--- config.mk ---
export PLATFORM = sky130hd
export DESIGN_NAME = pod_cell
export DESIGN_NICKNAME = d
export VERILOG_FILES = /design/src/rtl/pod_pkg.sv /design/src/rtl/pod_cell.sv
export SDC_FILE = /design/constraint.sdc
export NUM_CORES = 1
export LEC_CHECK = 0
export BUFFER_PORTS_ARGS = -buffer_cell sky130_fd_sc_hd__buf_4
export CORE_UTILIZATION = 54
export CTS_BUF_LIST = sky130_fd_sc_hd__clkbuf_8
export CTS_CLUSTER_DIAMETER = 30
export DETAILED_ROUTE_END_ITERATION = 6
export GPL_ROUTABILITY_DRIVEN = 1
export HOLD_SLACK_MARGIN = 0.06
export PLACE_DENSITY = 0.92
export REMOVE_ABC_BUFFERS = 1
export SLEW_MARGIN = 20
export SYNTH_ARGS = -nofsm -noshare
export SYNTH_HDL_FRONTEND = slang
export SYNTH_SLANG_ARGS = --single-unit
--- constraint.sdc ---
create_clock -name clk -period 8.9 [get_ports clk]
set_input_delay 0.89 -clock clk [delete_from_list [all_inputs] [get_ports clk]]
set_output_delay 0.89 -clock clk [all_outputs]
set_load 0.005 [all_outputs]
--- src/rtl/pod_pkg.sv ---
package pod_pkg;

  localparam int NUM_ENTRIES = 16;
  localparam int NUM_PAIRS   = NUM_ENTRIES / 2;
  localparam int NUM_CELLS   = NUM_ENTRIES - 2;

  typedef logic [23:0] color_t;
  typedef logic [17:0] dist_t;
  typedef logic [3:0]  entry_t;

  // ranking token handed from cell to cell
  typedef struct packed {
    logic        vld;
    logic [1:0]  row;
    logic [1:0]  col;
    logic [7:0]  px0;
    logic [7:0]  px1;
    logic [7:0]  px2;
    dist_t       d1;
    dist_t       d2;
    entry_t      n1;
    entry_t      n2;
  } rank_t;

  // absolute difference of two channel values
  function automatic logic [7:0] abs_diff(input logic [7:0] a, input logic [7:0] b);
    abs_diff = (a >= b) ? (a - b) : (b - a);
  endfunction

  // squared euclidean distance between a palette color and a pixel
  function automatic dist_t sq_dist(input color_t c, input logic [7:0] p0,
                                    input logic [7:0] p1, input logic [7:0] p2);
    logic [7:0]  e0;
    logic [7:0]  e1;
    logic [7:0]  e2;
    logic [15:0] s0;
    logic [15:0] s1;
    logic [15:0] s2;
    e0 = abs_diff(p0, c[7:0]);
    e1 = abs_diff(p1, c[15:8]);
    e2 = abs_diff(p2, c[23:16]);
    s0 = e0 * e0;
    s1 = e1 * e1;
    s2 = e2 * e2;
    sq_dist = {2'b00, s0} + {2'b00, s1} + {2'b00, s2};
  endfunction

endpackage

--- src/rtl/pod_cell.sv ---
module pod_cell (
  input  logic            clk,
  input  logic            rst,
  input  pod_pkg::color_t color,
  input  pod_pkg::entry_t entry_idx,
  input  pod_pkg::rank_t  rank_in,
  output pod_pkg::rank_t  rank_out
);
  import pod_pkg::*;

  dist_t d;
  rank_t rank_next;

  // distance from the passing pixel to this cell's entry
  assign d = sq_dist(color, rank_in.px0, rank_in.px1, rank_in.px2);

  // insert into the two-best ranking, strict compares keep earlier entries on ties
  always_comb begin
    rank_next = rank_in;
    if (d < rank_in.d1) begin
      rank_next.d2 = rank_in.d1;
      rank_next.n2 = rank_in.n1;
      rank_next.d1 = d;
      rank_next.n1 = entry_idx;
    end else if (d < rank_in.d2) begin
      rank_next.d2 = d;
      rank_next.n2 = entry_idx;
    end
  end

  always_ff @(posedge clk) begin
    if (rst) begin
      rank_out <= '0;
    end else begin
      rank_out <= rank_next;
    end
  end

endmodule

==> results of run 1 <==
[stage by stage]
stage	setup WS [ns]	hold WS, ns	area (um^2)	util [%]
4_1_cts	-0.590	0.711	15400	78.3
3_5_place_dp	-1.57	1.11	14200	72.2
3_3_place_gp	-0.986	1.11	14200	72.2
2_1_floorplan	-5.07	0.957	10700	-
[layer usage]
metal | track usage [%] | GRT overflow
met1 | 76.3 | 12
met2 | 91.9 | 88
met3 | 70.3 | 6
met4 | 79.4 | 67
met5 | 44.4 | 0
[cell families after synthesis]
kind of cell / share of synthesized area (%)
DFF: 13.4
adders and majority gates: 43.5
and+or+nand+nor: 13.6
xor gates and xnor gates: 2.91
muxes: 3.21
buffers and inverters: 11.6
AOI/OAI and AO/OA: 11.8
[synth_stat cells, drive strengths merged (17+ instances only)]
cell type / number / area, um^2
clkbuf: 21 / 81.3
fa: 139 / 2780
nor2b: 18 / 113
inv: 285 / 1070
xnor2: 17 / 156
a311oi: 23 / 208
nand2: 84 / 318
mux2i: 34 / 352
nor2: 136 / 523
nand2b: 21 / 131
o21ai: 22 / 110
ha: 158 / 1980
a21oi: 55 / 294
buf: 19 / 119
a21o: 26 / 195
dfxtp: 73 / 1460
[what timing repair did]
| action | 4_1_cts |
|---|---|
| pin swaps | 83 |
| buffers inserted | 34 |
| gates resized for setup | 145 |
| gates cloned | 5 |
| endpoints found under the setup margin | 44 |
==> out/metrics.yaml, run 1 <==
status: "did not finish"
lastStage: "global routing (5_1_grt)"
error: "[ERROR GRT-0232] Routing congestion too high. Check the congestion heatmap in the GUI."
pin_count: 176
numCtsBuffers: 9
synth.ff_latch_count: 73
grt_overflow: 173
cts-root-buf: "clkbuf_8"
synth_cell_types: 73
mappedNetlistArea_um2: 10900
htreeDepth: 3
synth_ff_type: "dfxtp_1"
netlist_instances: 1268
initial_utilization_pct: 55.7
die_w_um: 144
cts_sinks: 73
syn_avg_cell_area_um2: 8.63
io_buffers: 175
row_count: 51
track_usage_pct: 78.9
grt-worst-endpoint: "rank_out[15]$_SDFF_PP0_/D"
yosysWarnings: 0
ys_seq_area_share_pct: 13.4
grt_max_degree: 75
synth_edf_count: 0
clockBufferDepth: 2
async_flop_share_pct: 0
die_y_um: 144
hold_buffers: 0
dp_hpwl_um: 27900
worst-ep-kind: "register data pin"
dp_cells: 1899
gp_congestion: 0.946
==> run 2: changes to the inputs <==
--- a/config.mk
+++ b/config.mk
@@ -6,13 +6,10 @@
 export NUM_CORES = 1
 export LEC_CHECK = 0
 export BUFFER_PORTS_ARGS = -buffer_cell sky130_fd_sc_hd__buf_4
-export CORE_UTILIZATION = 54
-export CTS_BUF_LIST = sky130_fd_sc_hd__clkbuf_8
-export CTS_CLUSTER_DIAMETER = 30
+export CORE_UTILIZATION = 40
 export DETAILED_ROUTE_END_ITERATION = 6
 export GPL_ROUTABILITY_DRIVEN = 1
-export HOLD_SLACK_MARGIN = 0.06
-export PLACE_DENSITY = 0.92
+export PLACE_DENSITY_LB_ADDON = 0.15
 export REMOVE_ABC_BUFFERS = 1
 export SLEW_MARGIN = 20
 export SYNTH_ARGS = -nofsm -noshare
==> constraint.sdc (replaced) <==
create_clock -name clk -period 11.6 [get_ports clk]
set_input_delay 1.16 -clock clk [delete_from_list [all_inputs] [get_ports clk]]
set_output_delay 1.16 -clock clk [all_outputs]
set_load 0.005 [all_outputs]
==> out/metrics.yaml, run 2 <==
status: "finished, final reports clean"  # was did not finish
first_global_vias: 8588
drt_iter0_drc: 321
layout_min_cycle_time_ns: 10.88
worstPathRequired_ns: 11.80
drive_gt1_share_pct: 16.6
nets: 1834
io_buffers: 175  # unchanged
area_growth_pct: 18.5
die_w_um: 167  # was 144 um
setup.worst_path.start_class: "primary input"
synth_edf_count: 0  # unchanged
critPathMaxFanout: 68
cp_slowest_stage_delay_ns: 0.66
synth_cell_types: 73  # unchanged
antenna_found_initial: 0
cts-root-buf: "clkbuf_16"  # was clkbuf_8
slew_headroom_pct: 33.8
worst_pin_slew_ns: 0.990
diodes: 0
final_common_cell: "inv_1"
yosys-top-cells-count: "inv_1, ha_1, fa_1"  # unchanged
netlist_instances: 1268  # unchanged
synth_ff_type: "dfxtp_1"  # unchanged
largest-register: "rank_out"
place_ws_ns: 0.247  # was -1.57 ns
post-route-drc-count: 0
grt_max_degree: 75
synthMostInstantiatedCell: "inv_1"  # unchanged
final_cell_mix: "inv_1, buf_4, ha_1, fa_1, nor2_1"
htreeDepth: 3  # unchanged
min_period_over_period_pct: 93.8
via_per_inst: 4.88
gp_congestion: 0.835  # was 0.946
drv_slew: 0
hold_buffers: 0  # unchanged
synth.area.top_cells: "fa_1, ha_1, dfxtp_1, inv_1, nor2_1"  # unchanged
clock.fmax_mhz: 91.9
cts_resized: 0  # was 145
cts_sinks: 73  # unchanged
wire_per_inst_um: 14.5
path_clk_slew_ns: 0.06
core_area_um2: 26900
setup_ws_ns: 0.715
hold_path_class: "in -> reg"
place_area_um2: 12700  # was 14200 um^2
numCtsBuffers: 9  # unchanged
largestRegisters: "rank_out x73"
synth.ff_latch_count: 73  # unchanged
routed_wirelength_um: 25800
grt_pass1_wl_um: 42200
postRouteAntennaNets: 0
yosys.area.top_type_share_pct: 25.4  # unchanged
ys_seq_area_share_pct: 13.4  # unchanged
cts_tree: "done"
vias: 8679
fin_area_um2: 13000
cp.arrival_ns: 11.09
pin_count: 176  # unchanged
crit_type: "in -> reg"
max_cap_violations: 0
crit_path_end_kind: "flop"
async_flop_share_pct: 0  # unchanged
holdWs_ns: 1.02
crit_path_frequent_cell: "fa_1"
hold_violations: 0
rsz0062_at_grt: "false"
initial_utilization_pct: 40.7  # was 55.7%
fillers: 2658
grt_overflow: 0
die_y_um: 167  # was 144 um
row_count: 60  # was 51
dp_hpwl_um: 21600  # was 27900 um
die-area_um2: 28000
track_usage_pct: 18.8
first_pass_iters: 7
largest_reg_flops: 73
yosysWarnings: 0  # unchanged
synth_top_cell_by_area: "fa_1"  # unchanged
clockBufferDepth: 2  # unchanged
cpMaxStageDelayCell: "buf_4"
mappedNetlistArea_um2: 10900  # unchanged
syn_avg_cell_area_um2: 8.63  # unchanged
final.setup.tns_ns: 0
postCtsSetupRepairBufs: 0  # was 34
setup_violations: 0
-- run 2: cell counts after synthesis --
Identical to the previous run, type by type.
-- run 2: critical path, delay by kind of cell --
kind / cells / cell delay, ns
AOI/OAI and AO/OA: 8 / 1.88
xor gates and xnor gates: 2 / 0.81
adders and majority gates: 11 / 4.78
buffers and inverters: 8 / 1.10
muxes: 1 / 0.28
and+or+nand+nor: 6 / 1.03
-- run 2: final timing paths --
path / start / endpoint / slack [ns] / cells after the start
worst min-delay path: rank_in[72] / rank_out[72]$_SDFF_PP0_ / 1.02 / 2
worst max-delay path: rank_in[60] / rank_out[42]$_SDFF_PP0_ / 0.72 / 36
-- run 2: final cells by class --
cell class	count	area (um^2)	share of cell area, %
clock buffers	9	225	1.74
clock inverters	6	90.1	0.695
inverters	285	1070	8.25
multi-input cells	870	8230	63.5
flip-flops and latches	73	1460	11.3
well taps	341	427	3.29
repair buffers	195	1460	11.3
-- run 2: cells by family after synthesis --
group / share of synthesized area (%)
buf+inv: 11.6
simple gates: 13.6
fa+ha+maj: 43.5
compound gates: 11.8
flops: 13.4
mux: 3.21
xor+xnor: 2.91
-- run 2: routing by layer --
layer	vias up	routed length (um)	track usage, %
li1	4346	-	-
met1	4148	12700	25.4
met2	171	12100	32.2
met3	14	904	2.58
met4	0	187	3.11
met5	-	0	0
-- run 2: stage by stage --
stage / util (%) / instances
after floorplan: - / 1228
after global placement: 47.1 / 1764
after detailed placement: 47.1 / 1764
after CTS: 48.2 / 1779
after global routing: 48.2 / 1779
final: 48.2 / 1779
Power of run 2 is left out: the tool's default activity adds up to more than one toggle a clock period on the data nets, which glitch-free logic cannot reach.
==> run 3: changes to the inputs <==
--- a/config.mk
+++ b/config.mk
@@ -5,9 +5,9 @@
 export SDC_FILE = /design/constraint.sdc
 export NUM_CORES = 1
 export LEC_CHECK = 0
-export BUFFER_PORTS_ARGS = -buffer_cell sky130_fd_sc_hd__buf_4
 export CORE_UTILIZATION = 40
 export DETAILED_ROUTE_END_ITERATION = 6
+export DONT_BUFFER_PORTS = 1
 export GPL_ROUTABILITY_DRIVEN = 1
 export PLACE_DENSITY_LB_ADDON = 0.15
 export REMOVE_ABC_BUFFERS = 1
==> out/metrics.yaml, run 3 (synthesis gave the netlist of run 2 again) <==
status: "finished, final reports clean"  # unchanged
final_common_cell: "inv_1"  # unchanged
max_cap_violations: 0  # unchanged
worst_pin_slew_ns: 0.830  # was 0.990 ns
largest-register: "rank_out"  # unchanged
cp_slowest_stage_delay_ns: 0.61  # was 0.66 ns
postRouteAntennaNets: 0  # unchanged
track_usage_pct: 18.6  # was 18.8%
grt_overflow: 0  # unchanged
hold_violations: 0  # unchanged
cts_tree: "done"  # unchanged
area_growth_pct: 6.21  # was 18.5%
drt_iter0_drc: 401  # was 321
initial_utilization_pct: 40.7  # unchanged
clockBufferDepth: 2  # unchanged
fillers: 2699  # was 2658
rsz0062_at_grt: "false"  # unchanged
postCtsSetupRepairBufs: 0  # unchanged
nets: 1658  # was 1834
crit_path_frequent_cell: "fa_1"  # unchanged
cp.arrival_ns: 10.91  # was 11.09 ns
cts_resized: 0  # unchanged
numCtsBuffers: 9  # unchanged
crit_path_end_kind: "flop"  # unchanged
multi_input_area_um2: 8230  # about the same
die-area_um2: 28000  # unchanged
wire_per_inst_um: 15.5  # was 14.5 um
holdWs_ns: 0.860  # was 1.02 ns
critPathMaxFanout: 21  # was 68
antenna_found_initial: 0  # unchanged
htreeDepth: 3  # unchanged
first_global_vias: 8280  # was 8588
diodes: 0  # unchanged
largestRegisters: "rank_out x73"  # unchanged
wl_met3_um: 1080  # was 904 um
gp_congestion: 0.849  # was 0.835
top_layer_used: "met4"  # unchanged
drv_slew: 0  # unchanged
slew_headroom_pct: 44.3  # was 33.8%
regArea_um2: 1460  # unchanged
grt_pass1_wl_um: 41600  # was 42200 um
setup_violations: 0  # unchanged
dp_hpwl_um: 20900  # was 21600 um
clock.fmax_mhz: 93.7  # was 91.9 MHz
drive_gt1_share_pct: 4.91  # was 16.6%
via_per_inst: 4.97  # was 4.88
met2_length_um: 11400  # was 12100 um
hold_path_class: "in -> reg"  # unchanged
worstPathRequired_ns: 11.84  # was 11.80 ns
pin_count: 176  # unchanged
core_area_um2: 26900  # unchanged
die_w_um: 167  # unchanged
largest_reg_flops: 73  # unchanged
path_clk_slew_ns: 0.08  # was 0.06 ns
met1_length_um: 12100  # was 12700 um
row_count: 60  # unchanged
cts_sinks: 73  # unchanged
final_cell_mix: "inv_1, ha_1, fa_1, nor2_1, nand2_1"  # was inv_1, buf_4, ha_1, fa_1, nor2_1
die_y_um: 167  # unchanged
min_period_over_period_pct: 92.0  # was 93.8%
hold_buffers: 0  # unchanged
setup.worst_path.start_class: "primary input"  # unchanged
crit_type: "in -> reg"  # unchanged
post-route-drc-count: 0  # unchanged
routed_wirelength_um: 24900  # was 25800 um
cts-root-buf: "clkbuf_16"  # unchanged
cpMaxStageDelayCell: "nand2_1"  # was buf_4
first_pass_iters: 5  # was 7
vias: 7976  # was 8679
grt_max_degree: 75  # unchanged
layout_min_cycle_time_ns: 10.68  # was 10.88 ns
io_buffers: 0  # was 175
[run 3: cell types whose count changed in the layout (fill, tap and decap cells not counted)]
cell / before / now
clkinv_4: 0 / 1
clkinvlp_4: 1 / 2
clkbuf_1: 0 / 1
buf_4: 195 / 19
inv_6: 2 / 1
bufinv_16: 2 / 1
a2111oi_0: 3 / 4
a2111oi_1: 1 / 0
[run 3: area by class of cell]
type	count	share of cell area, %
inverter	285	9.20
clock inverter	6	0.581
timing repair buffer	19	1.23
multi-input combinational	870	70.8
clock buffer	10	1.97
sequential	73	12.6
tap	341	3.67
[run 3: worst max-delay path, delay by kind of cell]
family / cells / cell delay, ns
compound gates: 8 / 2.04
xor+xnor: 1 / 0.56
fa+ha+maj: 11 / 4.74
buf+inv: 6 / 0.30
simple gates: 9 / 2.11
[run 3: final timing paths]
check	from	end	depth (start not counted)
hold / removal	rst	rank_out[62]$_SDFF_PP0_	1
setup / recovery	rank_in[60]	rank_out[23]$_SDFF_PP0_	35
[run 3: per-stage QoR]
stage	setup slack (ns)	utilization [%]	std cells	TNS, ns	cell area, um^2
after floorplan	-2.64	-	1228	-115.53	10700
after global placement	0.635	42.2	1588	0	11300
after detailed placement	0.454	42.2	1588	0	11300
after CTS	0.820	43.3	1604	0	11600
after global routing	0.125	43.3	1604	0	11600
final	0.923	43.3	1604	0	11600
[run 3: layer usage]
layer,GRT usage [%],vias to the layer above
met5,0,-
met4,3.95,0
met3,3.26,21
met2,30.6,175
met1,25.4,3785
li1,-,3995
Power of run 3 is left out for the same reason.
