**src/rtl/pod_pkg.sv**
```systemverilog
package pod_pkg;

  localparam int NUM_ENTRIES = 16;
  localparam int NUM_PAIRS   = NUM_ENTRIES / 2;
  localparam int NUM_CELLS   = NUM_ENTRIES - 2;

  typedef logic [23:0] color_t;
  typedef logic [17:0] dist_t;
  typedef logic [3:0]  entry_t;

  // ranking token handed from cell to cell
  typedef struct packed {
    logic        vld;
    logic [1:0]  row;
    logic [1:0]  col;
    logic [7:0]  px0;
    logic [7:0]  px1;
    logic [7:0]  px2;
    dist_t       d1;
    dist_t       d2;
    entry_t      n1;
    entry_t      n2;
  } rank_t;

  // absolute difference of two channel values
  function automatic logic [7:0] abs_diff(input logic [7:0] a, input logic [7:0] b);
    abs_diff = (a >= b) ? (a - b) : (b - a);
  endfunction

  // squared euclidean distance between a palette color and a pixel
  function automatic dist_t sq_dist(input color_t c, input logic [7:0] p0,
                                    input logic [7:0] p1, input logic [7:0] p2);
    logic [7:0]  e0;
    logic [7:0]  e1;
    logic [7:0]  e2;
    logic [15:0] s0;
    logic [15:0] s1;
    logic [15:0] s2;
    e0 = abs_diff(p0, c[7:0]);
    e1 = abs_diff(p1, c[15:8]);
    e2 = abs_diff(p2, c[23:16]);
    s0 = e0 * e0;
    s1 = e1 * e1;
    s2 = e2 * e2;
    sq_dist = {2'b00, s0} + {2'b00, s1} + {2'b00, s2};
  endfunction

endpackage

```
**src/rtl/pod_decide.sv**
```systemverilog
module pod_decide (
  input  logic                                      clk,
  input  logic                                      rst,
  input  pod_pkg::rank_t                            rank_in,
  input  pod_pkg::color_t [pod_pkg::NUM_ENTRIES-1:0] entries,
  output logic                                      done,
  output logic [7:0]                                out_c0,
  output logic [7:0]                                out_c1,
  output logic [7:0]                                out_c2,
  output pod_pkg::entry_t                           chosen_entry
);
  import pod_pkg::*;

  // 4x4 bayer matrix, row major
  localparam logic [3:0] BAYER [16] = '{
    4'd0,  4'd8,  4'd2,  4'd10,
    4'd12, 4'd4,  4'd14, 4'd6,
    4'd3,  4'd11, 4'd1,  4'd9,
    4'd15, 4'd7,  4'd13, 4'd5
  };

  // (16 - t)^2 weight of the nearest distance
  localparam logic [8:0] W_NEAR [16] = '{
    9'd256, 9'd225, 9'd196, 9'd169, 9'd144, 9'd121, 9'd100, 9'd81,
    9'd64,  9'd49,  9'd36,  9'd25,  9'd16,  9'd9,   9'd4,   9'd1
  };

  // t^2 weight of the second distance
  localparam logic [8:0] W_FAR [16] = '{
    9'd0,   9'd1,   9'd4,   9'd9,   9'd16,  9'd25,  9'd36,  9'd49,
    9'd64,  9'd81,  9'd100, 9'd121, 9'd144, 9'd169, 9'd196, 9'd225
  };

  logic [3:0]  thr;
  logic        a_vld;
  logic [26:0] a_lhs;
  logic [26:0] a_rhs;
  entry_t      a_n1;
  entry_t      a_n2;
  entry_t      pick;
  color_t      pick_color;

  assign thr = BAYER[{rank_in.row, rank_in.col}];

  // weighted distances
  always_ff @(posedge clk) begin
    a_lhs <= W_NEAR[thr] * rank_in.d1;
    a_rhs <= W_FAR[thr] * rank_in.d2;
    a_n1  <= rank_in.n1;
    a_n2  <= rank_in.n2;
    if (rst) begin
      a_vld <= 1'b0;
    end else begin
      a_vld <= rank_in.vld;
    end
  end

  // threshold test and color lookup
  assign pick       = (a_lhs < a_rhs) ? a_n1 : a_n2;
  assign pick_color = entries[pick];

  always_ff @(posedge clk) begin
    out_c0       <= pick_color[7:0];
    out_c1       <= pick_color[15:8];
    out_c2       <= pick_color[23:16];
    chosen_entry <= pick;
    if (rst) begin
      done <= 1'b0;
    end else begin
      done <= a_vld;
    end
  end

endmodule

```
**config.mk**
```make
export PLATFORM = sky130hd
export DESIGN_NAME = pod_decide
export DESIGN_NICKNAME = d
export VERILOG_FILES = /design/src/rtl/pod_pkg.sv /design/src/rtl/pod_decide.sv
export SDC_FILE = /design/constraint.sdc
export NUM_CORES = 1
export LEC_CHECK = 0
export ABC_AREA = 1
export BUFFER_PORTS_ARGS = -buffer_cell sky130_fd_sc_hd__clkbuf_2
export CAP_MARGIN = 40
export CORE_MARGIN = 8
export CORE_UTILIZATION = 55
export CTS_CLUSTER_SIZE = 40
export DETAILED_ROUTE_END_ITERATION = 16
export HOLD_SLACK_MARGIN = 0.12
export PLACE_DENSITY = 0.83
export SYNTH_ARGS = -nofsm -noshare
export SYNTH_HDL_FRONTEND = slang
export SYNTH_SLANG_ARGS = --single-unit
export TNS_END_PERCENT = 1
```
**constraint.sdc**
```tcl
create_clock -name clk -period 6.4 [get_ports clk]
set_input_delay 0.32 -clock clk [delete_from_list [all_inputs] [get_ports clk]]
set_output_delay 0.32 -clock clk [all_outputs]
set_load 0.01 [all_outputs]
```
==> results_dict.tcl, run 1 <==
set metrics [dict create \
    antenna_found_initial 3 \
    crit_path_end_kind "register" \
    postRouteAntennaNets 0 \
    synth-adder-area-share 0.320 \
    rows 65 \
    synth_seq_area_share 0.105 \
    areaGrowthSynthToFinish_pct 16.9 \
    syn_nets 3572 \
    ys_warn_count 0 \
    leakage_nw 13.4 \
    drt_first_pass_iters 6 \
    cts_tree "yes" \
    route.met3.wl_mm 5.21 \
    hp-class "input port to register" \
    post-route-util 0.651 \
    dr_total_vias 18600 \
    dr.first_iter.drc_count 1532 \
    synth_top_area_share 0.202 \
    grt_util_all_layers 0.327 \
    setup_viol 0 \
    clkLatencyLatePin_ns 0.36 \
    maxCapViolations 0 \
    criticalPathCategory "input port to register" \
    synth_area_leaders "fa_1 20%, inv_1 18%, nand3_1 14%" \
    register_area_um2 1840 \
    cts-buffers-inserted 9 \
    drv_slew 0 \
    grt_pass1_wl_mm 98.6 \
    ir_drop_mv 0.484 \
    critPathMostFrequentCell "inv_1" \
    synth_compound_area_frac 0.0321 \
    max_slew_margin 0.411 \
    grt_max_degree 97 \
    cellPowerDensity_nw_per_um2 448 \
    tightest_slew_ns 0.884 \
    fillers 2956 \
    synthMuxAreaShare 0.000788 \
    synth_top_family_by_area "adder cells" \
    wl_per_cell_um 17.7 \
    core_area_um2 31400 \
    multi_input_area_um2 11800 \
    cts-root-buf "clkbuf_16" \
    cts-resized-gates 0 \
    grt_pass1_vias 18500 \
    top_layer_used "met4" \
    viasPerCell 5.19 \
    fmax_ghz 0.174 \
    hold_viol 0 \
    clk_pin_slew_ns 0.07 \
    final.min_clock_period_ns 5.73 \
    io_buffers 463 \
    status "finished, final reports clean" \
    start_util 0.557 \
    cp.arrival_ns 6.01 \
    cp-start-kind "input port" \
    synth_area_um2 17500 \
    max_stage_delay_ns 0.57 \
    synthCells 2771 \
    synth_xor_xnor_area_share 0.0200 \
    yosys.area_share.simple 0.300 \
    die-area_um2 37700 \
    die_x_um 194 \
    period_share 0.896 \
    layout-drive-gt1-share 0.165 \
    finalNetCount 3967 \
    crit_required_ns 6.67 \
    yosysUniqueCellTypes 37 \
    gr-total-overflow 0 \
    fin_setup_tns_ns 0 \
    drc 0 \
    place_hpwl_mm 53.4 \
    cts_hold_buf 8 \
    clock-skew-final_ns 0.0147 \
    rsz0062_at_grt "false" \
    top_level_ports 488 \
    ys_ff_latch 92 \
    yosys.area.top_type "fa_1" \
    routed_wl_mm 63.2 \
    critPathSlowestCell "fa_1" \
    wl_met2_mm 30.1 \
    clkSinkCount 92 \
    cts_buffer_depth 2 \
    fp.dieH_um 194 \
    syn_area_per_cell_um2 6.31 \
    htreeDepth 3 \
    post_cts_buffers 0 \
    gp_congestion 1.00 \
    met1_length_mm 25.1 \
    cp_max_fo 19 \
]
[cell usage in the layout, fill, tap and decap left out, types with 3 or more instances in the layout]
cell | synthesis | final
a21oi_1 | 49 | 49
xnor2_1 | 13 | 13
ha_1 | 166 | 166
diode_2 | 0 | 3
clkbuf_2 | 0 | 463
nand2_4 | 1 | 4
o21ai_0 | 25 | 24
inv_2 | 4 | 4
nor2_1 | 189 | 189
nand2_1 | 527 | 524
buf_16 | 0 | 3
buf_4 | 32 | 20
fa_1 | 176 | 176
o21bai_1 | 3 | 3
nand2_2 | 3 | 3
clkbuf_16 | 0 | 9
a21o_1 | 8 | 8
dfxtp_1 | 92 | 92
xor2_1 | 27 | 27
o211ai_1 | 4 | 4
bufinv_16 | 0 | 3
nor3_1 | 5 | 5
inv_1 | 859 | 859
nand3_1 | 484 | 482
nand4_1 | 6 | 6
dlygate4sd3_1 | 0 | 8
[stage by stage]
step                      hold WS [ns]  setup slack (ns)  instances  power, mW  instance area [um2]
after global placement           0.397             0.618       3546       8.17                19900
after detailed placement         0.410             0.463       3549       8.41                20000
after CTS                        0.128             0.818       3573       9.08                20400
after floorplan                  0.348             0.722       2771       6.30                17500
after global routing             0.135             0.238       3576       10.0                20400
final                            0.134             0.667       3576       9.14                20400
[worst paths after layout]
kind,startpoint,cells after the start,slack (ns),endpoint
worst max register to register,a_lhs[20],18,2.13,out_c0[5]
worst max-delay path,rank_in[71],26,0.67,a_lhs[22]
worst min-delay path,rst,2,0.13,done
worst min register to register,a_vld,2,0.41,done
[logic make-up after synthesis]
logic type,after synthesis
mux,1
fa+ha+maj,342
flops,92
compound gates,99
xor+xnor,40
simple gates,1222
buf+inv,975
[Yosys cell counts]
| cell type | number |
|---|---|
| inv_2 | 4 |
| a211oi_1 | 1 |
| nand2_4 | 1 |
| a221oi_1 | 2 |
| clkbuf_1 | 26 |
| o21ai_2 | 2 |
| or2_2 | 1 |
| nand3_1 | 484 |
| clkinv_1 | 1 |
| a31o_2 | 1 |
| dfxtp_1 | 92 |
| buf_4 | 32 |
| inv_1 | 859 |
| nand2_2 | 3 |
| nor4_1 | 2 |
| xnor2_1 | 13 |
| ha_1 | 166 |
| nor2_1 | 189 |
| nor2_2 | 2 |
| a31oi_1 | 2 |
| o21ai_0 | 25 |
| mux2i_2 | 1 |
| a21oi_1 | 49 |
| o2111ai_1 | 1 |
| nand4_1 | 6 |
| a21o_1 | 8 |
| fa_1 | 176 |
| nand3b_1 | 2 |
| o211ai_1 | 4 |
| nor3_1 | 5 |
| buf_2 | 45 |
| o21bai_1 | 3 |
| buf_1 | 5 |
| buf_6 | 3 |
| nand2_1 | 527 |
| xor2_1 | 27 |
| o21ai_1 | 1 |
[where the power goes]
group | total, mW | internal, mW | switching [mW]
Combinational | 7.55 | 2.48 | 5.07
Clock | 0.637 | 0.385 | 0.252
Sequential | 0.954 | 0.866 | 0.0884
[sequential cells by signal, summed over array words and instances, names as in the netlist]
register,cells
a_lhs,27
a_n1,4
a_n2,4
a_rhs,27
a_vld,1
chosen_entry,4
done,1
out_c0,8
out_c1,8
out_c2,8
[final cells by class]
class | instances | area share
sequential | 92 | 0.0902
antenna | 3 | 0.000368
inverter | 864 | 0.159
multi-input combinational | 1704 | 0.579
clock inverter | 7 | 0.00600
clock buffer | 9 | 0.0110
timing repair buffer | 495 | 0.130
tap | 402 | 0.0246
[worst max-delay path, delay by kind of cell]
| kind | cells | cell delay [ns] |
|---|---|---|
| simple gates | 9 | 0.92 |
| xor+xnor | 1 | 0.15 |
| compound gates | 3 | 0.81 |
| buf+inv | 7 | 1.23 |
| fa+ha+maj | 6 | 2.56 |
[per-layer routing]
metal / track usage / vias to the layer above
met1: 0.404 / 8599
met4: 0.132 / 0
met2: 0.558 / 889
met5: 0 / -
li1: - / 8933
met3: 0.0547 / 139
No activity file was read; power rests on OpenSTA's default activity.
==> run 2: changes to the inputs <==
- ABC_AREA: 1 -> 0
- CORE_AREA: unset -> 8 8 182 184
- CORE_MARGIN: 8 -> unset
- CORE_UTILIZATION: 55 -> unset
- DIE_AREA: unset -> 0 0 190 192
- PLACE_DENSITY: 0.83 -> 0.79
==> run 2 against run 1 <==
  * Fmax is 0.34% higher
  * Die area is 3.3% lower
  * Combinational power is 32% lower
  * Sequential share of layout area is 0.94 points higher
  * Sequential power is 3.2% lower
  * First-iteration DRC count is 41% lower
==> results_dict.tcl, run 2 <==
set metrics [dict create \
    fp.dieH_um 192 \
    critPathMostFrequentCell "fa_1" \
    wl_per_cell_um 21.8 \
    start_util 0.503 \
    path_cells "clkbuf_2 -> inv_1 -> ha_1 -> mux2_2 -> and2_1 -> fa_1 -> inv_1 -> fa_1 -> fa_1 -> fa_1 -> inv_1 -> ha_1 -> nor2b_1 -> o21ai_0 -> a21oi_1 -> and4_1 -> o41ai_1 -> o31a_1 -> o21bai_1 -> o41ai_1 -> xnor2_1" \
    final_common_cell "clkbuf_2" \
    final_cell_mix "463 x clkbuf_2, 305 x inv_1, 227 x and2_1, 192 x mux2i_1, 176 x fa_1" \
    finalNetCount 2944 \
    hold_start "rank_in[72]" \
    cellPowerDensity_nw_per_um2 359 \
    fillers 2588 \
    cts_hold_buf 9 \
    seqPwrFrac 0.139 \
    cp.arrival_ns 5.99 \
    hp-class "input port to register" \
    synthCells 1684 \
    placed_area_um2 18100 \
    p_int_mw 3.41 \
    rsz0062_at_grt "false" \
    yosysMostFrequentCell "inv_1" \
    worstReg2RegStart "a_rhs[25]" \
    grt_pass1_wl_mm 82.9 \
    top_level_ports 488 \
    antenna_found_initial 10 \
    cts_tree "yes" \
    htreeDepth 3 \
    clkPwrFrac 0.082 \
    period_share 0.893 \
    core_area_um2 30200 \
    startpoint "rank_in[69]" \
    gp_congestion 0.982 \
    max_stage_delay_ns 0.56 \
    clkLatencyLatePin_ns 0.36 \
    reg_top3 "a_lhs: 27 flops, a_rhs: 27 flops" \
    place_hpwl_mm 47.9 \
    ir_drop_mv 0.251 \
    maxCapViolations 0 \
    final.min_clock_period_ns 5.71 \
    synth_top_area_share 0.232 \
    critPathSlowestCell "mux2_2" \
    yosys.area.top_type "fa_1" \
    grt_pass1_vias 14600 \
    grt_util_all_layers 0.297 \
    setup_viol 0 \
    rows 64 \
    synth_area_leaders "fa_1 23%, ha_1 14%, mux2i_1 13%" \
    switching_share 0.486 \
    multi_input_area_um2 11900 \
    cts-root-buf "clkbuf_16" \
    gr-total-overflow 0 \
    areaGrowthSynthToFinish_pct 21.8 \
    drc 0 \
    postRouteAntennaNets 0 \
    cts_buffer_depth 2 \
    drt_first_pass_iters 5 \
    max_slew_margin 0.463 \
    viasPerCell 5.43 \
    syn_nets 2485 \
    io_buffers 463 \
    ys_warn_count 0 \
    die-area_um2 36500 \
    async_flop_share 0 \
    clock-skew-final_ns 0.0154 \
    design_area_um2 18500 \
    cts-resized-gates 0 \
    fin_setup_tns_ns 0 \
    criticalPathCategory "input port to register" \
    syn_area_per_cell_um2 9.02 \
    synth-edff-count 0 \
    synth_area_um2 15200 \
    dr_total_vias 13800 \
    crit_required_ns 6.68 \
    leakage_nw 10.3 \
    routed_wl_mm 55.5 \
    yosysUniqueCellTypes 57 \
    synth_ff_type "dfxtp_1" \
    cp-start-kind "input port" \
    ys_top_cells_by_count "305 x inv_1, 227 x and2_1, 192 x mux2i_1" \
    cp_max_fo 36 \
    die_x_um 190 \
    power_switching_mw 3.23 \
    pwr-share-comb 0.779 \
    tightest_slew_ns 0.805 \
    grt_max_degree 51 \
    synth_seq_area_share 0.121 \
    post_cts_buffers 0 \
    fmax_ghz 0.175 \
    layout-drive-gt1-share 0.252 \
    clk_pin_slew_ns 0.08 \
    drv_slew 0 \
    register_area_um2 1840 \
    holdWs_ns 0.173 \
    status "finished, final reports clean" \
    dr.first_iter.drc_count 902 \
    clkSinkCount 92 \
    crit_path_end_kind "register" \
    cts-buffers-inserted 9 \
    hold_viol 0 \
    ys_ff_latch 92 \
]
run 2: changes by cell type in the layout (fill, tap and decap cells not counted), moves of 16 or more:
cell     previous run  this run
or4_1               0        24
and3_1              0        18
nor2_1            189        29
xor2_1             27        10
nand3_1           482         8
xnor2_1            13        29
and2_1              0       227
o22ai_1             0        96
inv_1             859       305
nand2_1           524        58
mux2i_1             0       192
run 2: cell families (layout without fill, tap and decap cells):
group | Yosys count | count (layout) | synth area share
xor+xnor | 39 | 39 | 0.0225
flops | 92 | 92 | 0.121
simple gates | 419 | 419 | 0.160
buf+inv | 370 | 834 | 0.0966
other cells | 0 | 2 | 0
compound gates | 226 | 226 | 0.101
mux | 196 | 196 | 0.130
fa+ha+maj | 342 | 342 | 0.369
run 2: power groups by stage:
stage | clock (mW) | combinational, mW | sequential, mW
final | 0.547 | 5.17 | 0.923
after global placement | 0 | 4.91 | 0.929
after floorplan | 0 | 3.69 | 0.958
after detailed placement | 0 | 5.12 | 0.935
after CTS | 0.557 | 5.16 | 0.923
after global routing | 0.583 | 5.68 | 0.944
run 2: routing by layer:
layer | up-vias | routed length [um] | global-route usage
li1 | 6489 | - | -
met1 | 6743 | 21700 | 0.358
met2 | 493 | 27400 | 0.510
met3 | 76 | 4820 | 0.0879
met4 | 14 | 1420 | 0.0761
met5 | - | 87 | 0
run 2: final cells by class:
cell class              instances  area share
clock buffers                   9      0.0122
multi-input cells            1222       0.643
repair buffers                513       0.152
diodes                          2    0.000271
clock inverters                 7     0.00379
flip-flops and latches         92      0.0996
inverters                     305      0.0619
well taps                     396      0.0268
run 2: worst max-delay path: cells and delay by family:
family	cells	cell delay, ns
simple gates	3	0.73
compound gates	6	1.53
buf+inv	4	0.33
fa+ha+maj	6	2.36
xor+xnor	1	0.16
mux	1	0.56
run 2: stage by stage:
step / total power, mW / util / std cells / setup slack, ns
floorplan: 4.65 / - / 1684 / 0.505
global placement: 5.84 / 0.596 / 2514 / 0.513
detailed placement: 6.05 / 0.600 / 2519 / 0.356
CTS: 6.64 / 0.612 / 2544 / 0.690
global route: 7.20 / 0.613 / 2545 / 0.385
finish: 6.64 / 0.613 / 2546 / 0.686
run 2: final timing paths:
| check | to | slack [ns] | cells past startpoint |
|---|---|---|---|
| max reg2reg | out_c1[4] | 2.19 | 14 |
| min | a_vld | 0.17 | 2 |
| max | a_rhs[25] | 0.69 | 21 |
| min reg2reg | done | 0.45 | 1 |
