File: config.mk
export PLATFORM = sky130hd
export DESIGN_NAME = pod_head
export DESIGN_NICKNAME = d
export VERILOG_FILES = /design/src/rtl/pod_pkg.sv /design/src/rtl/pod_head.sv
export SDC_FILE = /design/constraint.sdc
export NUM_CORES = 1
export LEC_CHECK = 0
export ABC_AREA = 1
export BUFFER_PORTS_ARGS = -buffer_cell sky130_fd_sc_hd__buf_2
export CAP_MARGIN = 10
export CORE_ASPECT_RATIO = 1.4
export CORE_MARGIN = 2
export CORE_UTILIZATION = 30
export CTS_CLUSTER_DIAMETER = 50
export DETAILED_ROUTE_END_ITERATION = 8
export PLACE_DENSITY = 0.42
export SLEW_MARGIN = 30
export SYNTH_ARGS = -nofsm -noshare
export SYNTH_HDL_FRONTEND = slang
export SYNTH_SLANG_ARGS = --single-unit
File: constraint.sdc
create_clock -name clk -period 14.26 [get_ports clk]
set_input_delay 2.852 -clock clk [delete_from_list [all_inputs] [get_ports clk]]
set_output_delay 2.852 -clock clk [all_outputs]
set_load 0.1 [all_outputs]
File: src/rtl/pod_pkg.sv
package pod_pkg;

  localparam int NUM_ENTRIES = 16;
  localparam int NUM_PAIRS   = NUM_ENTRIES / 2;
  localparam int NUM_CELLS   = NUM_ENTRIES - 2;

  typedef logic [23:0] color_t;
  typedef logic [17:0] dist_t;
  typedef logic [3:0]  entry_t;

  // ranking token handed from cell to cell
  typedef struct packed {
    logic        vld;
    logic [1:0]  row;
    logic [1:0]  col;
    logic [7:0]  px0;
    logic [7:0]  px1;
    logic [7:0]  px2;
    dist_t       d1;
    dist_t       d2;
    entry_t      n1;
    entry_t      n2;
  } rank_t;

  // absolute difference of two channel values
  function automatic logic [7:0] abs_diff(input logic [7:0] a, input logic [7:0] b);
    abs_diff = (a >= b) ? (a - b) : (b - a);
  endfunction

  // squared euclidean distance between a palette color and a pixel
  function automatic dist_t sq_dist(input color_t c, input logic [7:0] p0,
                                    input logic [7:0] p1, input logic [7:0] p2);
    logic [7:0]  e0;
    logic [7:0]  e1;
    logic [7:0]  e2;
    logic [15:0] s0;
    logic [15:0] s1;
    logic [15:0] s2;
    e0 = abs_diff(p0, c[7:0]);
    e1 = abs_diff(p1, c[15:8]);
    e2 = abs_diff(p2, c[23:16]);
    s0 = e0 * e0;
    s1 = e1 * e1;
    s2 = e2 * e2;
    sq_dist = {2'b00, s0} + {2'b00, s1} + {2'b00, s2};
  endfunction

endpackage

File: src/rtl/pod_head.sv
module pod_head (
  input  logic            clk,
  input  logic            rst,
  input  logic            load,
  input  logic [1:0]      row,
  input  logic [1:0]      col,
  input  logic [7:0]      px0,
  input  logic [7:0]      px1,
  input  logic [7:0]      px2,
  input  pod_pkg::color_t color0,
  input  pod_pkg::color_t color1,
  output pod_pkg::rank_t  rank_out
);
  import pod_pkg::*;

  dist_t da;
  dist_t db;
  rank_t rank_next;

  // distances to the first two entries
  assign da = sq_dist(color0, px0, px1, px2);
  assign db = sq_dist(color1, px0, px1, px2);

  // order the first pair, entry 1 leads only when strictly closer
  always_comb begin
    rank_next.vld = load;
    rank_next.row = row;
    rank_next.col = col;
    rank_next.px0 = px0;
    rank_next.px1 = px1;
    rank_next.px2 = px2;
    if (db < da) begin
      rank_next.d1 = db;
      rank_next.d2 = da;
      rank_next.n1 = entry_t'(1);
      rank_next.n2 = entry_t'(0);
    end else begin
      rank_next.d1 = da;
      rank_next.d2 = db;
      rank_next.n1 = entry_t'(0);
      rank_next.n2 = entry_t'(1);
    end
  end

  always_ff @(posedge clk) begin
    if (rst) begin
      rank_out <= '0;
    end else begin
      rank_out <= rank_next;
    end
  end

endmodule

==> results of run 1 <==
## layer usage
metal	part of all wire (%)	routed length (um)	global-route usage (%)
met4	3.3	1910	6.73
met3	1.5	844	0.992
met1	39	22300	20.9
met5	0	0	0
met2	56	32200	37.7
## final timing paths
kind	end	slack [ns]	cells past startpoint
min	rank_out[70]	2.68	3
max	rank_out[33]	2.88	36
## synth_stat cells, drive strengths merged
cell type	count	share of area, %
a21boi	1	0.041
a21o	7	0.28
a21oi	86	2.4
and2	2	0.088
buf	26	0.99
clkbuf	4	0.081
conb	1	0.020
dfxtp	67	7.3
fa	276	30
ha	265	18
inv	661	14
nand2	649	14
nand3	92	2.6
nand3b	3	0.26
nand4	20	0.68
nor2	229	5.1
nor3	5	0.14
o21a	13	0.53
o21ai	20	0.71
o21bai	15	0.61
or2	6	0.20
xnor2	18	0.85
xor2	36	1.7
## kinds of logic after synthesis
kind of cell,Yosys count,share of synthesized area [%]
adders and majority gates,541,47.9
and+or+nand+nor,1006,23.1
AOI/OAI and AO/OA,142,4.56
buffers and inverters,691,14.6
xor gates and xnor gates,54,2.56
other,1,0.0203
DFF,67,7.27
## through the flow
| stage | cells | setup WS [ns] | instance area (sq um) | hold WS [ns] |
|---|---|---|---|---|
| 2_1_floorplan | 2507 | 3.90 | 18500 | 2.96 |
| 3_3_place_gp | 3439 | 2.36 | 20000 | 3.05 |
| 3_5_place_dp | 3439 | 2.44 | 20000 | 3.06 |
| 4_1_cts | 3455 | 2.81 | 20300 | 2.66 |
| 5_1_grt | 3457 | 2.21 | 20300 | 2.68 |
| 6_report | 3457 | 2.88 | 20300 | 2.68 |
## layout make-up
class                   count  area (sq um)
clock inverters             7          83.8
multi-input cells        1749         14400
well taps                 817          1020
diodes                      2          5.00
clock buffers               9           225
repair buffers            145           726
fillers                  6659         40500
flip-flops and latches     67          1340
inverters                 661          2490
## worst max-delay path, delay by kind of cell
kind | cells | cell delay [ns]
simple gates | 15 | 2.24
xor+xnor | 1 | 0.37
fa+ha+maj | 11 | 5.10
compound gates | 3 | 0.66
buf+inv | 6 | 0.43
==> impl_results.md, run 1 <==
* Cell seen most often among critical-path stages: nand2_1
* Maximum net fanout on the critical path at 37
* Largest registers ranked by flip-flop count: rank_out x67
* Gate count after technology mapping at 2502
* Die span in y at 297 um
* Longest individual stage delay on the worst path at 0.70 ns
* Cell Area, Synth at 0.0184 sq mm
* Hold Vio Cnt, Final at 0
* Worst hold path type: in2reg
* Minimum clock period after layout at 11.38 ns
* YS warnings at 0
* Count of clock tree sinks at 67
* Buffer count from post-CTS setup fixing at 0
* Clock slew at reported path FFs at 0.06 ns
* Max reg flops at 67
* H-Tree Depth at 3
* Layout overhead on the synthesized area at 10.2%
* Boundary Pins at 152
* Total vias in the final route at 15250
* Worst setup EP type: flip-flop
* Transition time of the tightest slew-check pin at 0.955 ns
* Die span in x at 214 um
* Final nets at 3253
* Share of the cycle needed by the critical path after routing at 79.8%
* Total negative setup slack at 0 ns
* Initial antenna violation count at 2
* Number of resized instances in the post-cts repair step at 0
* CTS tree: yes
* CTS Root Buffer Type: clkbuf_16
* Max Transition Viols Final at 0
* Seq cells post-synth at 67
* Average detailed-routed wire length per instance at 16.6 um
* Detailed-routing iteration count for the pre-antenna-repair pass at 5
* Number of vias per cell at 4.41
* Count of hold buffers inserted by post-cts repair at 0
* Total congestion overflow after global routing at 0
* Drt drc at 0
* Routed WL at 57.3 mm
* Mean cell area of the mapped netlist at 7.37 sq um
* Max-capacitance violation count at 0
* Maximum number of pins on one net before global-route repair at 38
* Core area at 0.0608 sq mm
* Count of port buffers added during placement at 145
* Result of the run: finished clean
* Effective utilization at floorplan at 30.4%
* Register containing the most flip-flops in the final layout: rank_out
* Detailed router's first-iteration violation count at 572
* Unrepaired setup endpoints after global routing: no
* Cell with the largest stage delay on the worst path: fa_1
* Worst slew margin at 36.3%
* Commonest non-fill, non-tap cells in the layout: inv_1, nand2_1, fa_1
* Data arrival, critical path at 11.69 ns
* Clock Path Buffers at 2
* Most common cell after layout, fill and taps aside: inv_1
* Floorplan die area at 0.0635 sq mm
* Startpoint types: input port
* HP Start: row[0]
* Via count of the first global-routing pass at 16816
* Antenna Violating Nets Remaining at 0
* Total CTS buffers at 9
* Setup crit start: px0[0]
* Distinct cell type count after synthesis at 39
* Setup Crit Path Kind: in2reg
* Seq/Total Area, Yosys at 7.27%
* Post-DP HPWL at 52.0 mm
* Number of failing setup endpoints in the final timing report at 0
* F_max at 87.8 MHz
* Aggregate global-route resource usage at 19.0%
* Global-route wire length before repair at 92.0 mm
* GPL Wtd Cong at 0.882
* Endpoint required time on the critical path at 14.57 ns
* Utilization after layout at 33.4%
* Share of post-route cells with drive strength above 1 at 9.86%
* Num rows at 107
Power of run 1 is not shown: default switching activity piles up to over one toggle a cycle in this logic, so the estimate is an artifact.
==> inputs of run 2 (changes only) <==
- PLACE_DENSITY: 0.42 -> 0.43
- clock period: 14.26 -> 10 ns (I/O delays scaled with it)
==> run 2 against run 1 <==
Net effect: core utilization grew 7.0 points; first-iteration DRC count shrank 12%; setup slack worse by 2.6 ns; non-clock buffer count up 448; wire length up 3.1%; sequential share of layout area shrank 1.1 points; sequential cell count unchanged; critical path depth up 10; via count is 11% higher; count of clock-buffer cells in the layout did not move.
==> impl_results.md, run 2 (synthesis gave the netlist of run 1 again) <==
* Result of the run: finished clean (unchanged)
* Fill cell instance count of the final layout at 6465 (was 6659)
* Most common cell after layout, fill and taps aside: inv_1 (unchanged)
* Global-route wire length before repair at 93.4 mm (was 92.0 mm)
* Top layer used by detailed routing: met4 (unchanged)
* Maximum number of pins on one net before global-route repair at 33 (was 38)
* Setup crit start: px2[0] (was px0[0])
* Max Transition Viols Final at 0 (unchanged)
* CTS tree: yes (unchanged)
* Die span in x at 214 um (unchanged)
* Transition time of the tightest slew-check pin at 0.633 ns (was 0.955 ns)
* Count of clock tree sinks at 67 (unchanged)
* Die span in y at 297 um (unchanged)
* GPL Wtd Cong at 0.895 (was 0.882)
* Cell seen most often among critical-path stages: nand2_2 (was nand2_1)
* Clock Path Buffers at 2 (unchanged)
* Core area at 0.0608 sq mm (unchanged)
* Detailed-routing iteration count for the pre-antenna-repair pass at 5 (unchanged)
* Data arrival, critical path at 9.99 ns (was 11.69 ns)
* Cell with the largest stage delay on the worst path: fa_1 (unchanged)
* Routed WL at 59.1 mm (was 57.3 mm)
* Share of the cycle needed by the critical path after routing at 97.2%
* Worst slew margin at 57.8% (was 36.3%)
* Number of vias per cell at 4.33 (was 4.41)
* Boundary Pins at 152 (unchanged)
* H-Tree Depth at 3 (unchanged)
* Worst hold path type: in2reg (unchanged)
* Setup Crit Path Kind: in2reg (unchanged)
* Count of port buffers added during placement at 145 (unchanged)
* Maximum net fanout on the critical path at 7 (was 37)
* Drt drc at 0 (unchanged)
* Num rows at 107 (unchanged)
* Length of routed met2 wiring at 33.1 mm (was 32.2 mm)
* Aggregate global-route resource usage at 19.2% (was 19.0%)
* Final Instance Count excl. Fillers at 3907 (was 3457)
* Longest individual stage delay on the worst path at 0.59 ns (was 0.70 ns)
* Total vias in the final route at 16927 (was 15250)
* Via count of the first global-routing pass at 18123 (was 16816)
* Max reg flops at 67 (unchanged)
* Final nets at 3704 (was 3253)
* Initial antenna violation count at 1 (was 2)
* Antenna Violating Nets Remaining at 0 (unchanged)
* Startpoint types: input port (unchanged)
* F_max at 103 MHz
* Floorplan die area at 0.0635 sq mm (unchanged)
* Effective utilization at floorplan at 30.4% (unchanged)
* Total congestion overflow after global routing at 0 (unchanged)
* Largest registers ranked by flip-flop count: rank_out x67 (unchanged)
* Minimum clock period after layout at 9.72 ns
* Commonest non-fill, non-tap cells in the layout: inv_1, nand2_1, buf_4 (was inv_1, nand2_1, fa_1)
* Clock slew at reported path FFs at 0.07 ns (was 0.06 ns)
* Average detailed-routed wire length per instance at 15.1 um (was 16.6 um)
* Met1 Wirelength at 22.9 mm (was 22.3 mm)
* Number of cells in the design after placement at 3859 (was 3439)
* Layout overhead on the synthesized area at 33.2% (was 10.2%)
* Worst setup EP type: flip-flop (unchanged)
* Max-capacitance violation count at 0 (unchanged)
* Register containing the most flip-flops in the final layout: rank_out (unchanged)
* Endpoint required time on the critical path at 10.27 ns (was 14.57 ns)
* Post-DP HPWL at 53.2 mm (was 52.0 mm)
* Hold Vio Cnt, Final at 0 (unchanged)
* Worst setup path end: rank_out[17] (was rank_out[33])
* Detailed router's first-iteration violation count at 506 (was 572)
* CTS Root Buffer Type: clkbuf_16 (unchanged)
* Length of routed met3 wiring at 845 um (was 844 um)
* Share of post-route cells with drive strength above 1 at 28.3% (was 9.86%)
* Total CTS buffers at 9 (unchanged)
* Number of failing setup endpoints in the final timing report at 0 (unchanged)
==> run 2: changes by cell type in the layout (fill, tap and decap cells not counted), sizes merged, moves of 2 or more <==
cell / previous run / this run
buf: 145 / 590
clkbuf: 9 / 12
clkinvlp: 1 / 3
inv: 665 / 663
nand2: 649 / 651
==> run 2: what timing repair did <==
| action | CTS | global route |
|---|---|---|
| pin swaps | 10 | 93 |
| hold buffers | 0 | 0 |
| setup buffers | 6 | 17 |
| endpoints found under the setup margin | 38 | 38 |
| gates resized for setup | 14 | 189 |
| cloned | 1 | 6 |
==> run 2: layer usage <==
metal / vias to the layer above / global-route usage (%)
met5: - / 0
li1: 8522 / -
met2: 180 / 37.9
met1: 8157 / 20.9
met3: 68 / 1.19
met4: 0 / 7.47
==> run 2: stage by stage <==
| stage | area, sq um | utilization [%] | hold WS [ns] | setup slack (ns) | TNS [ns] |
|---|---|---|---|---|---|
| finish | 24600 | 40.4 | 1.82 | 0.284 | 0 |
| global route | 24600 | 40.4 | 1.83 | -0.0894 | -2.28 |
| CTS | 23600 | 38.9 | 1.80 | 0.0114 | 0 |
| detailed placement | 23200 | 38.2 | 2.21 | -0.790 | -28.72 |
| global placement | 23200 | 38.2 | 2.21 | -0.736 | -27.14 |
| floorplan | 18500 | - | 2.11 | 0.492 | 0 |
==> run 2: worst min-delay path by stage <==
| stage | start | end | slack, ns | cells past startpoint |
|---|---|---|---|---|
| 2_1_floorplan | px2[7] | rank_out[51] | 2.11 | 2 |
| 3_3_place_gp | col[1] | rank_out[69] | 2.21 | 3 |
| 3_5_place_dp | col[1] | rank_out[69] | 2.21 | 3 |
| 4_1_cts | row[0] | rank_out[70] | 1.80 | 3 |
| 5_1_grt | row[0] | rank_out[70] | 1.83 | 3 |
| 6_report | row[0] | rank_out[70] | 1.82 | 3 |
==> run 2: layout make-up <==
| type | count | area (sq um) | area share (%) |
|---|---|---|---|
| clock buffers | 9 | 225 | 0.916 |
| repair buffers | 593 | 4230 | 17.2 |
| multi-input cells | 1752 | 15200 | 61.7 |
| inverters | 661 | 2510 | 10.2 |
| well taps | 817 | 1020 | 4.16 |
| diodes | 1 | 2.50 | 0.0102 |
| clock inverters | 7 | 82.6 | 0.336 |
| flip-flops and latches | 67 | 1340 | 5.46 |
==> run 2: critical path: cells and delay by family <==
family,cells,cell delay (ns)
AND/OR/NAND/NOR,21,1.83
adder cells (fa/ha/maj),11,4.68
AO/OA/AOI/OAI,1,0.18
buffers and inverters,13,1.23
Power of run 2 is left out for the same reason.
==> inputs of run 3 (changes only) <==
- ABC_AREA: 1 -> unset
==> run 3 against run 2 <==
Net effect: the flow now finishes with violations (setup timing); setup slack worse by 0.90 ns; count of clock-buffer cells in the layout unchanged; core utilization up 2.0 points; synthesized cell count decreased by 22%; global-route usage up 1.0 points; synthesized area shrank 6.2%; sequential cell count is the same; critical path depth fell by 8; maximum frequency shrank 8.5%; first-iteration DRC count shrank 8.3%; wire length down 2.8%.
==> impl_results.md, run 3 <==
* Drt drc at 0 (unchanged)
* Final Instance Count excl. Fillers at 3315 (was 3907)
* Post-synthesis cell type with the largest combined area: fa_1 (unchanged)
* Maximum number of pins on one net before global-route repair at 64 (was 33)
* Seq/Total Area, Yosys at 7.75% (was 7.27%)
* Max Transition Viols Final at 0 (unchanged)
* Minimum clock period after layout at 10.61 ns (was 9.72 ns)
* Effective utilization at floorplan at 30.2% (was 30.4%)
* Total congestion overflow after global routing at 0 (unchanged)
* Cell seen most often among critical-path stages: fa_2 (was nand2_2)
* Die span in x at 207 um (was 214 um)
* Detailed-routing iteration count for the pre-antenna-repair pass at 5 (unchanged)
* Worst setup EP type: flip-flop (unchanged)
* Largest family of logic cells by synthesized area: adder cells (unchanged)
* Hold Vio Cnt, Final at 0 (unchanged)
* Prevailing post-synth register cell: dfxtp_1 (unchanged)
* Distinct cell type count after synthesis at 75 (was 39)
* H-Tree Depth at 3 (unchanged)
* Fin worst setup slack at -0.615 ns (was 0.284 ns)
* Final nets at 3186 (was 3704)
* Simple-gate share of the synthesized area at 11.3% (was 23.1%)
* Pre-CTS WS at -1.44 ns (was -0.790 ns)
* Via count of the first global-routing pass at 16968 (was 18123)
* Multiplexer area fraction after synthesis at 3.21% (was 0%)
* Detailed router's first-iteration violation count at 464 (was 506)
* Post-Synth XOR/XNOR Area at 3.47% (was 2.56%)
* Result of the run: finished, violations left (was finished clean)
* Register containing the most flip-flops in the final layout: rank_out (unchanged)
* Total CTS buffers at 9 (unchanged)
* Cell with the largest stage delay on the worst path: fa_1 (unchanged)
* CTS Root Buffer Type: clkbuf_16 (unchanged)
* Share of post-route cells with drive strength above 1 at 35.7% (was 28.3%)
* Utilization after layout at 42.4% (was 40.4%)
* Number of failing setup endpoints in the final timing report at 38 (was 0)
* Commonest non-fill, non-tap cells in the layout: buf_4, inv_1, fa_1 (was inv_1, nand2_1, buf_4)
* Antenna Violating Nets Remaining at 0 (unchanged)
* Die span in y at 288 um (was 297 um)
* Cell Area, Synth at 0.0173 sq mm (was 0.0184 sq mm)
* GPL Wtd Cong at 0.859 (was 0.895)
* Post-DP HPWL at 50.7 mm (was 53.2 mm)
* Aggregate global-route resource usage at 20.3% (was 19.2%)
* Seq cells post-synth at 67 (unchanged)
* Non-Filler Cell Area, Final at 0.0243 sq mm (was 0.0246 sq mm)
* Endpoint required time on the critical path at 10.23 ns (was 10.27 ns)
* Fraction of registers with async set/reset at 0% (unchanged)
* Number of flops mapped to enable cells by yosys at 0 (unchanged)
* YS warnings at 0 (unchanged)
* Initial antenna violation count at 2 (was 1)
* Gate count after technology mapping at 1954 (was 2502)
* Layout overhead on the synthesized area at 40.3% (was 33.2%)
* Cell Area, Placed at 0.0226 sq mm (was 0.0232 sq mm)
* Transition time of the tightest slew-check pin at 0.803 ns (was 0.633 ns)
* Longest individual stage delay on the worst path at 0.57 ns (was 0.59 ns)
* Violated checks: setup timing
* Worst slew margin at 46.5% (was 57.8%)
* Floorplan die area at 0.0596 sq mm (was 0.0635 sq mm)
* Share of synthesized cell area in full adder, half adder and majority cells at 51.1% (was 47.9%)
* Number of vias per cell at 4.52 (was 4.33)
* Share of the cycle needed by the critical path after routing at 106% (was 97.2%)
* Clock Path Buffers at 2 (unchanged)
* Data arrival, critical path at 10.85 ns (was 9.99 ns)
* CTS tree: yes (unchanged)
* Most common cell after layout, fill and taps aside: buf_4 (was inv_1)
* Mean cell area of the mapped netlist at 8.85 sq um (was 7.37 sq um)
* Count of hold buffers inserted by post-cts repair at 0 (unchanged)
* Maximum net fanout on the critical path at 8 (was 7)
* Number of cells in the design after placement at 3243 (was 3859)
* Count of clock tree sinks at 67 (unchanged)
* Worst hold path type: in2reg (unchanged)
* Boundary Pins at 152 (unchanged)
* Clock slew at reported path FFs at 0.07 ns (about the same)
* Area contributors post-synth: fa_1, ha_1, inv_1 (unchanged)
* Commonest cells in the netlist: inv_1, fa_1, ha_1 (was inv_1, nand2_1, fa_1)
* Compound-cell area share of the yosys netlist at 11.0% (was 4.56%)
* Average detailed-routed wire length per instance at 17.3 um (was 15.1 um)
* Global-route wire length before repair at 91.0 mm (was 93.4 mm)
* Max reg flops at 67 (unchanged)
* Synth top area share at 31.9% (was 30.0%)
* Total vias in the final route at 14982 (was 16927)
* Most repeated cell in the gate-level netlist after synthesis: inv_1 (unchanged)
* Routed WL at 57.4 mm (was 59.1 mm)
* F_max at 94.2 MHz (was 103 MHz)
* Num rows at 104 (was 107)
* Count of port buffers added during placement at 145 (unchanged)
* Core area at 0.0573 sq mm (was 0.0608 sq mm)
* Max-capacitance violation count at 0 (unchanged)
* Startpoint types: input port (unchanged)
* Setup Crit Path Kind: in2reg (unchanged)
* Largest registers ranked by flip-flop count: rank_out x67 (unchanged)
* Unrepaired setup endpoints after global routing: yes
==> run 3: through the flow <==
step / setup TNS (ns) / hold WS (ns)
finish: -21.09 / 1.83
global route: -34.74 / 1.84
CTS: -19.13 / 1.82
detailed placement: -52.07 / 2.21
global placement: -49.29 / 2.21
floorplan: -17.32 / 2.11
==> run 3: kinds of logic after synthesis <==
kind of cell | Yosys count
fa+ha+maj | 541
buf+inv | 539
xor+xnor | 66
flops | 67
mux | 55
other cells | 1
compound gates | 277
simple gates | 408
==> run 3: layer usage <==
layer	share of wire [%]	global-route usage (%)	vias up
li1	-	-	7319
met1	37	21.5	7411
met2	57	40.4	172
met4	4.0	8.19	0
met3	1.6	1.49	80
met5	0	0	-
==> run 3: critical path: cells and delay by family <==
kind | cells | cell delay [ns]
adder cells (fa/ha/maj) | 11 | 4.49
buffers and inverters | 9 | 0.81
AND/OR/NAND/NOR | 2 | 0.32
AO/OA/AOI/OAI | 12 | 2.36
XOR/XNOR | 2 | 0.29
multiplexers | 2 | 0.54
==> run 3: cell type report <==
type                            instances  area, sq um
Fill cell                            5804        33000
Multi-Input combinational cell       1353        15200
Timing Repair Buffer                  643         4640
Inverter                              492         1880
Sequential cell                        67         1340
Tap cell                              742          928
Clock buffer                            9          225
Clock inverter                          7          105
Antenna cell                            2         5.00
==> run 3: repair_timing <==
| item | 4_1_cts | 5_1_grt |
|---|---|---|
| setup buffers | 39 | 12 |
| resized for setup | 148 | 51 |
| cloned | 3 | 1 |
| pin swaps | 100 | 54 |
| endpoints found under the setup margin | 38 | 38 |
==> run 3: path summary, 6_finish.rpt <==
path / start / to / cells after the start
max: px2[0] / rank_out[18] / 38
min: load / rank_out[72] / 2
Power of run 3 is left out for the same reason.
